File: config.mk
export PLATFORM = sky130hd
export DESIGN_NAME = indexed_list_insert_delete
export DESIGN_NICKNAME = d
export VERILOG_FILES = /design/src/hdl/ild_pkg.sv /design/src/hdl/ild_cell.sv /design/src/hdl/indexed_list_insert_delete.sv
export VERILOG_INCLUDE_DIRS = /design/src /design/src/hdl
export SDC_FILE = /design/constraint.sdc
export NUM_CORES = 1
export LEC_CHECK = 0
export ABC_AREA = 1
export BUFFER_PORTS_ARGS = -buffer_cell sky130_fd_sc_hd__buf_2
export CAP_MARGIN = 30
export CORE_AREA = 3 3 272 274
export CTS_BUF_LIST = sky130_fd_sc_hd__clkbuf_4
export DETAILED_ROUTE_END_ITERATION = 8
export DIE_AREA = 0 0 275 277
export SYNTH_ARGS = -nofsm -noshare
export SYNTH_HDL_FRONTEND = slang
export SYNTH_SLANG_ARGS = --single-unit
File: constraint.sdc
create_clock -name clk_i -period 6.15 [get_ports clk_i]
set_input_delay 0.615 -clock clk_i [delete_from_list [all_inputs] [get_ports clk_i]]
set_output_delay 0.615 -clock clk_i [all_outputs]
set_load 0.1 [all_outputs]
File: src/hdl/indexed_list_insert_delete_assert.svh
// ----------------------------------------------------------------------------
// indexed list assertion macros
// concurrent check helpers, clocked on clk_i and disabled during reset
// ----------------------------------------------------------------------------
`ifndef INDEXED_LIST_INSERT_DELETE_ASSERT_SVH
`define INDEXED_LIST_INSERT_DELETE_ASSERT_SVH

// same-cycle implication
`define ILD_ASSERT_NOW(lbl, ante, cons, msg) \
  lbl: assert property (@(posedge clk_i) disable iff (!rst_ni) (ante) |-> (cons)) \
    else $error(msg);

// next-cycle implication
`define ILD_ASSERT_NEXT(lbl, ante, cons, msg) \
  lbl: assert property (@(posedge clk_i) disable iff (!rst_ni) (ante) |=> (cons)) \
    else $error(msg);

`endif

File: src/hdl/ild_pkg.sv
// ----------------------------------------------------------------------------
// ild_pkg
// shared sizes, codes, beat types and helpers of the indexed list
// ----------------------------------------------------------------------------
package ild_pkg;

  localparam int CAPACITY   = 16;
  localparam int DATA_WIDTH = 32;

  localparam int IDX_W = (CAPACITY > 1) ? $clog2(CAPACITY) : 1;
  localparam int CNT_W = $clog2(CAPACITY + 1);
  localparam int POS_W = 5;
  localparam int LEN_W = 5;
  localparam int IO_W  = 32;
  localparam int CMP_W = (CNT_W > POS_W) ? CNT_W : POS_W;

  localparam logic [1:0] OP_INSERT = 2'd0;
  localparam logic [1:0] OP_DELETE = 2'd1;
  localparam logic [1:0] OP_READ   = 2'd2;

  localparam logic [1:0] ST_DONE  = 2'd0;
  localparam logic [1:0] ST_RANGE = 2'd1;
  localparam logic [1:0] ST_FULL  = 2'd2;

  typedef struct packed {
    logic [1:0]             opcode;
    logic [POS_W-1:0]       position;
    logic signed [IO_W-1:0] data_in;
  } in_beat_t;

  typedef struct packed {
    logic [1:0]             status;
    logic signed [IO_W-1:0] data_out;
    logic [LEN_W-1:0]       length;
  } out_beat_t;

  typedef struct packed {
    logic                  ins;
    logic                  del;
    logic [CMP_W-1:0]      pos;
    logic [DATA_WIDTH-1:0] wdata;
  } ctrl_t;

  function automatic logic [DATA_WIDTH-1:0] to_entry(logic [IO_W-1:0] v);
    logic [63:0] wide;
    wide = 64'($signed(v));
    return wide[DATA_WIDTH-1:0];
  endfunction

  function automatic logic [IO_W-1:0] to_io(logic [DATA_WIDTH-1:0] v);
    logic [63:0] wide;
    wide = 64'($signed(v));
    return wide[IO_W-1:0];
  endfunction

endpackage

File: src/hdl/ild_cell.sv
// ----------------------------------------------------------------------------
// ild_cell
// one list slot: holds, loads new data, or takes a neighbor's entry
// ----------------------------------------------------------------------------
module ild_cell (
  input  logic                          clk_i,
  input  ild_pkg::ctrl_t                ctrl_i,
  input  logic [ild_pkg::IDX_W-1:0]     idx_i,
  input  logic [ild_pkg::DATA_WIDTH-1:0] left_i,
  input  logic [ild_pkg::DATA_WIDTH-1:0] right_i,
  output logic [ild_pkg::DATA_WIDTH-1:0] data_o
);
  import ild_pkg::*;

  logic [DATA_WIDTH-1:0] entry_q, entry_d;
  logic [CMP_W-1:0]      idx_x;

  assign idx_x = CMP_W'(idx_i);

  always_comb begin
    entry_d = entry_q;
    if (ctrl_i.ins) begin
      if (idx_x == ctrl_i.pos) begin
        entry_d = ctrl_i.wdata;
      end else if (idx_x > ctrl_i.pos) begin
        entry_d = left_i;
      end
    end else if (ctrl_i.del) begin
      if (idx_x >= ctrl_i.pos) begin
        entry_d = right_i;
      end
    end
  end

  always_ff @(posedge clk_i) begin
    entry_q <= entry_d;
  end

  assign data_o = entry_q;

endmodule

File: src/hdl/indexed_list_insert_delete.sv
// ----------------------------------------------------------------------------
// indexed_list_insert_delete
// positional list with insert, delete and read by index
// ----------------------------------------------------------------------------
// Each beat is handled by a row of CAPACITY cells that shifts the entries at and
// above the position up or down by one slot in parallel, and a read picks the
// addressed slot, so a new beat is taken every cycle that the result register is
// free or drained. Every beat gives one registered result beat, in the cycle after
// it is taken, with status, read value and the entry count after the operation.
// Slot contents start undefined; only slots below the count are ever read.
module indexed_list_insert_delete (
  input  logic                 clk_i,
  input  logic                 rst_ni,
  input  logic                 in_valid_i,
  output logic                 in_ready_o,
  input  ild_pkg::in_beat_t    in_data_i,
  output logic                 out_valid_o,
  input  logic                 out_ready_i,
  output ild_pkg::out_beat_t   out_data_o
);
  import ild_pkg::*;

  logic [DATA_WIDTH-1:0] entries [CAPACITY];
  logic [CNT_W-1:0]      cnt_q, cnt_d;
  logic                  out_valid_q;
  out_beat_t             out_q, res;
  ctrl_t                 ctrl;
  logic                  accept, ins_ok, del_ok;
  logic [CMP_W-1:0]      pos_x, cnt_x;

  assign in_ready_o = !out_valid_q || out_ready_i;
  assign accept     = in_valid_i && in_ready_o;
  assign pos_x      = CMP_W'(in_data_i.position);
  assign cnt_x      = CMP_W'(cnt_q);

  always_comb begin
    ins_ok       = 1'b0;
    del_ok       = 1'b0;
    res.status   = ST_DONE;
    res.data_out = '0;
    cnt_d        = cnt_q;
    case (in_data_i.opcode)
      OP_INSERT: begin
        if (pos_x > cnt_x) begin
          res.status = ST_RANGE;
        end else if (cnt_q == CNT_W'(CAPACITY)) begin
          res.status = ST_FULL;
        end else begin
          ins_ok = 1'b1;
          cnt_d  = cnt_q + CNT_W'(1);
        end
      end
      OP_DELETE: begin
        if (pos_x >= cnt_x) begin
          res.status = ST_RANGE;
        end else begin
          del_ok = 1'b1;
          cnt_d  = cnt_q - CNT_W'(1);
        end
      end
      OP_READ: begin
        if (pos_x >= cnt_x) begin
          res.status = ST_RANGE;
        end else begin
          res.data_out = to_io(entries[pos_x[IDX_W-1:0]]);
        end
      end
      default: begin
        res.status = ST_DONE;
      end
    endcase
    res.length = LEN_W'(cnt_d);
  end

  assign ctrl.ins   = accept && ins_ok;
  assign ctrl.del   = accept && del_ok;
  assign ctrl.pos   = pos_x;
  assign ctrl.wdata = to_entry(in_data_i.data_in);

  for (genvar g = 0; g < CAPACITY; g++) begin : g_cell
    ild_cell u_cell (
      .clk_i   (clk_i),
      .ctrl_i  (ctrl),
      .idx_i   (IDX_W'(g)),
      .left_i  (entries[(g == 0) ? 0 : g - 1]),
      .right_i (entries[(g == CAPACITY - 1) ? g : g + 1]),
      .data_o  (entries[g])
    );
  end

  always_ff @(posedge clk_i or negedge rst_ni) begin
    if (!rst_ni) begin
      cnt_q       <= '0;
      out_valid_q <= 1'b0;
    end else begin
      if (accept) begin
        cnt_q <= cnt_d;
      end
      if (in_ready_o) begin
        out_valid_q <= in_valid_i;
      end
    end
  end

  always_ff @(posedge clk_i) begin
    if (accept) begin
      out_q <= res;
    end
  end

  assign out_valid_o = out_valid_q;
  assign out_data_o  = out_q;

`include "indexed_list_insert_delete_assert.svh"

`ILD_ASSERT_NOW(a_cnt_bound, 1'b1, cnt_q <= CNT_W'(CAPACITY), "entry count above capacity")
`ILD_ASSERT_NEXT(a_ins_grow, ctrl.ins, cnt_q == $past(cnt_q) + CNT_W'(1), "insert did not grow list")
`ILD_ASSERT_NOW(a_len_match, out_valid_q, out_q.length == LEN_W'(cnt_q), "result length stale")
`ILD_ASSERT_NOW(a_err_zero, out_valid_q && (out_q.status != ST_DONE), out_q.data_out == '0, "error beat carries data")

endmodule

# Yosys cells after proc, flatten, opt, wreduce, memory -nomap -nowiden
# Cells that the tools add are included.
op_classes:
  add_sub_neg: 2
  n_bitwise: 2
  n_reduce_logical: 42
  muxes: 92
  n_lt_le_gt_ge: 33
  eq_ne: 33
op_table:
  columns: ["cell", "n"]
  rows:
  - ["32-bit 2-to-1 mux", 78]
  - ["32-bit binary-select mux with 4-bit select", 1]
  - ["3-bit AND reduction", 15]
  - ["3-bit by 1-bit inequality test with 1-bit output (second input constant)", 14]
  - ["4-bit by 5-bit equality test with 1-bit output (first input constant)", 8]
  - ["4-bit by 5-bit > comparator with 1-bit output (first input constant)", 8]
  - ["4-bit by 5-bit >= comparator with 1-bit output (first input constant)", 7]
  - ["2-bit nonzero test", 17]
  - ["3-bit by 5-bit equality test with 1-bit output (first input constant)", 4]
  - ["3-bit by 5-bit >= comparator with 1-bit output (first input constant)", 4]
  - ["3-bit by 5-bit > comparator with 1-bit output (first input constant)", 4]
  - ["5-bit 2-to-1 mux", 3]
  - ["2-bit by 5-bit equality test with 1-bit output (first input constant)", 2]
  - ["1-bit by 5-bit >= comparator with 1-bit output (first input constant)", 2]
  - ["2-bit by 5-bit >= comparator with 1-bit output (first input constant)", 2]
  - ["2-bit by 5-bit > comparator with 1-bit output (first input constant)", 2]
  - ["5-bit one-hot mux with 2 select lines", 1]
  - ["1-bit 2-to-1 mux", 6]
  - ["5-bit by 1-bit adder with 5-bit output (second input constant)", 1]
  - ["1-bit by 5-bit equality test with 1-bit output (first input constant)", 1]
  - ["5-bit equality test (second input constant)", 1]
  - ["5-bit >= comparator", 1]
  - ["5-bit >= comparator (second input constant)", 1]
  - ["1-bit by 5-bit > comparator with 1-bit output (first input constant)", 1]
  - ["other kinds (16)", 20]
totals:
  register_bits: 557
  input_bits: 43
  output_inout_bits: 41
  word_cells: 225

# Logic depth before layout (Yosys ltp)
logic_depth:
  word_depth: 7
  mapped_depth: 17
  mapped_depth_nobuf: 13

# Modules after synthesis
# From an unflattened synthesis, not the netlist that was laid out.
hier_totals:
  hier_cells: 5967
  area_unflattened_um2: 40829.2
by_module_without_submodules:
  columns: ["module", "seq_area_each_um2", "instances", "cells_per_inst", "area_per_inst_um2"]
  rows:
  - ["ild_cell", 960.9, 16, 297, 2120.8]
  - ["indexed_list_insert_delete", 1321.3, 1, 1215, 6896.6]

# Worst setup path before layout
# Ideal clock, no wire load.
synth_timing:
  kind: "register to register"
  start: "register out_valid_q (netlist: out_valid_o)"
  end: "register g_cell[10].u_cell.entry_q[0], enable pin"
  stages_incl_launch_ff: 8
  t_arrival_ns: 4.860
  path_slack_ns: 0.829
  period_less_slack_ns: 5.321
  setup_ns: 0.461
  required_time_ns: 5.689
  n_path_buf: 0
  cell_sequence: "dfrtp_1 nand2_2 nand2_1 inv_2 nand4_4 nand2_1 inv_1 nor3_1"
synth_between:
  elab_chain_cells: 6
  word_cells_on_any_way: 9
  classes_between: "eq/ne (1); reduce/logical (8)"
synth_rtl:
  columns: ["item", "line", "source"]
  rows:
  - ["start: declaration", "indexed_list_insert_delete.sv:25", "logic out_valid_q;"]
  - ["start signal: assignment", "indexed_list_insert_delete.sv:100", "out_valid_q <= in_valid_i;"]
  - ["1-bit logical NOT (*)", "indexed_list_insert_delete.sv:31", "assign in_ready_o = !out_valid_q || out_ready_i;"]
  - ["1-bit logical OR (*)", "indexed_list_insert_delete.sv:31", null]
  - ["named net in_ready_o", "indexed_list_insert_delete.sv:15", "output logic in_ready_o,"]
  - ["1-bit logical AND (*)", "indexed_list_insert_delete.sv:32", "assign accept = in_valid_i && in_ready_o;"]
  - ["named net accept", "indexed_list_insert_delete.sv:28", "logic accept, ins_ok, del_ok;"]
  - ["1-bit logical AND (on tied branches)", "indexed_list_insert_delete.sv:75, indexed_list_insert_delete.sv:76", null]
  - ["3-bit by 1-bit inequality test with 1-bit output (no source line) or 2-bit nonzero test (tied branches)", null, null]
  - ["3-bit AND reduction (no source line) (*)", null, null]
  - ["end signal: assignment", "ild_cell.sv:36", "entry_q <= entry_d;"]
  - ["end: declaration", "ild_cell.sv:15", "logic [DATA_WIDTH-1:0] entry_q, entry_d;"]
# Mark *: on every way through the listed nets, which the timed path passes. The rest lies on a longest branch.
# A chain may end at the register's enable or synchronous reset.

# Final worst setup path
layout_timing:
  start: "register cnt_q[2]"
  end: "register g_cell[11].u_cell.entry_q[10] (data pin)"
layout_between:
  elab_chain_cells: 6
  word_cells_on_any_way: 7
  classes_between: "order compare (1); eq/ne (1); mux (4); reduce/logical (1)"
layout_rtl:
  columns: ["item", "line", "source"]
  rows:
  - ["start: declaration", "indexed_list_insert_delete.sv:24", "logic [CNT_W-1:0] cnt_q, cnt_d;"]
  - ["start signal: assignment", "indexed_list_insert_delete.sv:97", "cnt_q <= cnt_d;"]
  - ["parallel branches: the longest is 2 deep, another holds 5-bit > comparator", null, null]
  - ["1-bit 2-to-1 mux (*)", "indexed_list_insert_delete.sv:44", "if (pos_x > cnt_x) begin"]
  - ["1-bit 2-to-1 mux (*)", "indexed_list_insert_delete.sv:42", "case (in_data_i.opcode)"]
  - ["1-bit logical AND (*)", "indexed_list_insert_delete.sv:75", "assign ctrl.ins = accept && ins_ok;"]
  - ["32-bit 2-to-1 mux (*)", "ild_cell.sv:22", "if (ctrl_i.ins) begin"]
  - ["named net g_cell[11].u_cell.entry_d[10]", "ild_cell.sv:15", null]
  - ["end signal: assignment", "ild_cell.sv:36", null]
  - ["end: declaration", "ild_cell.sv:15", null]
# Mark *: on every way through the listed nets, which the timed path passes.

==> key figures <==
Floorplan
  • Die area: 76200 sq um
  • Core Footprint: 71600 sq um
  • Rows: 98
  • Die W: 275 um
  • Die Ht: 277 um
  • I/O pin count: 84
  • Initial core utilization: 46.0%

Clocking
  • CTS Hold Bufs: 36
  • CTS tree: built
  • CTS H-tree depth: 4
  • Clock transition at path regs: 0.07 ns
  • CTS Sinks: 557
  • CTS Buf Count: 159
  • CTS root buffer: clkbuf_4
  • Worst skew pair latency: 1.04 ns
  • Clock Path Buffers: 3
  • Setup Buffers After CTS: 0
  • PostCTS Resize Cnt: 0

Drt
  • Avg WL per Cell: 22.3 um
  • DRC: 0
  • DR vias/cell: 5.76
  • Vias: 30500
  • Initial DRC Count: 3684
  • Detail Route Antenna Nets: 0
  • Pre-antenna DRT Iters: 7
  • DRT Wirelength: 118000 um

GRT
  • Vias in the first global route: 28100
  • First-pass GRT wire length: 175000 um
  • Initial antenna violation count: 10
  • Grt total ovfl: 0
  • GRT Total Usage: 30.7%
  • Largest net degree at the start of global routing: 247

Synthesis
  • Largest area contributor in the netlist: edfxtp_1
  • Synth top area share: 50.2%
  • Synth top area cells: edfxtp_1 (50%), nand2_1 (16%), o21ai_0 (13%)
  • Register area share after synthesis: 50.7%
  • Yosys warnings: 0
  • Netlist cell types: 32
  • Cells after synthesis: 4207
  • Synthesis-stage register bit count: 557
  • Syn avg cell area: 7.83 sq um
  • Cell area after synthesis: 33000 sq um
  • Syn_nets: 4262

Timing
  • Post-route clock period utilization: 64.8%
  • Fmax: 251 MHz
  • Final Skew: 0.0628 ns
  • Worst-Margin Slew: 1.01 ns
  • RSZ-0062 raised after global routing: false
  • Fin. max-slew vios: 0
  • Final WS setup: 2.17 ns
  • Endpoints failing setup: 0
  • Max transition margin: 32.4%
  • Final min period: 3.98 ns
  • Final Hold Viols: 0
  • Final TNS setup: 0 ns

Critical path
  • Startpoint class of the critical path: flop
  • CP dominant cell by count: nand2_1
  • Cell Chain, Critical Path: inv_1, ha_1, nand2_1, nor2_2, nand2_1, nand2_4, nand4_4, buf_4, inv_8, buf_12, o21ai_0
  • Crit. End Element: flop
  • CP peak stage delay: 0.57 ns
  • Critical Path Slowest Stage Cell: buf_12
  • Critical path fanouts, max: 213
  • Critical Path RT: 6.82 ns
  • Arr. time, crit path: 4.66 ns
  • Critical path type: reg2reg

Layout
  • Multi-input gate area: 13600 sq um
  • Most frequent cells in the layout: nand2_1 (1400), o21ai_0 (833), edfxtp_1 (551), inv_1 (371), clkbuf_4 (228)
  • Final nets: 4282
  • FF+latch area: 16700 sq um
  • Final standard cell area without fillers: 36500 sq um
  • Area Overhead vs Synth: 10.7%
  • Ratio of cells with drive above 1 in the final layout: 10.2%
  • Fillers: 7055
  • Most common cell after layout, fill and taps aside: nand2_1

Pwr
  • Leak pwr: 14.7 nW
  • P per Cell Area: 271 nW/um^2
  • Tot Pwr: 9.89 mW
  • Max IR drop VDD: 264 uV

Job
  • Maxcap violations: 0

Placement
  • Placement Cell Area: 34000 sq um
  • Number of port buffers: 83
  • Final RePlAce weighted congestion: 0.843
  • Dpl ws: 1.57 ns
  • Post-DP HPWL: 67500 um

Run status
  • Outcome: finished clean

Worst hold path
  • Hold/Removal Path Class: in2reg
[layer usage]
| metal | up-vias | wire [um] | part of all wire (%) | global-route usage, % |
|---|---|---|---|---|
| met2 | 1674 | 52600 | 45 | 46.9 |
| li1 | 14300 | - | - | - |
| met3 | 311 | 12400 | 10 | 5.95 |
| met4 | 0 | 5740 | 4.9 | 15.0 |
| met5 | - | 0 | 0 | 0 |
| met1 | 14200 | 47300 | 40 | 41.8 |
[worst max-delay path, delay by kind of cell, from the launching register on]
family | cells | cell delay, ns
buffers and inverters | 4 | 1.41
AO/OA/AOI/OAI | 1 | 0.34
adder cells (fa/ha/maj) | 1 | 0.32
flip-flops | 1 | 0.48
AND/OR/NAND/NOR | 5 | 0.81
[report_power, final]
| part | switching, mW | total [mW] | leakage (nW) | internal [mW] |
|---|---|---|---|---|
| clock | 1.69 | 3.71 | 1.23 | 2.02 |
| combinational | 1.30 | 1.71 | 8.39 | 0.410 |
| sequential | 0.0772 | 4.46 | 5.08 | 4.39 |
| total | 3.07 | 9.89 | 14.7 | 6.82 |
[kinds of logic after synthesis]
group	Yosys count	synth area share [%]
fa+ha+maj	12	0.456
buf+inv	705	8.90
simple gates	1646	19.6
xor+xnor	4	0.106
flops	557	50.7
compound gates	1283	20.3
[synthesized netlist by cell type]
cell type / instances
nand2_1: 1403
o21ai_0: 833
edfxtp_1: 551
inv_1: 373
a21oi_1: 196
clkbuf_1: 165
o21ai_1: 140
nor2_1: 111
buf_2: 103
o211ai_1: 97
nand3_1: 49
nor3_1: 40
buf_4: 35
nand4_1: 23
buf_1: 17
o22ai_1: 14
ha_1: 12
inv_2: 8
dfrtp_1: 6
nor2_2: 5
nand2_2: 4
nand3_2: 4
buf_6: 3
nor2_4: 3
xor2_1: 3
nand2_4: 2
o21bai_1: 2
clkbuf_4: 1
nand4_4: 1
nor3_2: 1
o21a_1: 1
xnor2_1: 1
[sequential cells by signal (all words and copies together) (netlist names)]
signal	count
g_cell.u_cell.data_o	512
out_data_o	39
cnt_q	5
out_valid_o	1
[worst paths after layout]
path | start | endpoint | slack (ns) | depth (start not counted)
worst max-delay path | cnt_q[2] | g_cell[11].u_cell.data_o[10] | 2.17 | 11
worst min-delay path | in_data_i[20] | g_cell[15].u_cell.data_o[20] | 0.1 | 3
worst max register to register | cnt_q[2] | g_cell[11].u_cell.data_o[10] | 2.17 | 11
worst min register to register | g_cell[15].u_cell.data_o[29] | g_cell[14].u_cell.data_o[29] | 0.53 | 2
max in group asynchronous | rst_ni | cnt_q[1] | 5.33 | 3
min in group asynchronous | rst_ni | cnt_q[2] | 0.58 | 3
[per-stage QoR]
| stage | utilization [%] | hold WS (ns) | instances |
|---|---|---|---|
| floorplan | - | 0.319 | 4207 |
| global placement | 47.4 | 0.455 | 4976 |
| detailed placement | 47.5 | 0.464 | 4979 |
| CTS | 50.9 | 0.00517 | 5283 |
| global route | 50.9 | 0.0556 | 5294 |
| finish | 50.9 | 0.0964 | 5295 |
[layout make-up]
cell class	count	area share (%)
diodes	11	0.0755
clock buffers	228	4.69
clock inverters	40	1.00
inverters	381	3.95
multi-input cells	2945	37.2
flip-flops and latches	557	45.8
well taps	950	3.26
repair buffers	183	4.04
Note: power is estimated with default switching activity, not from simulation.
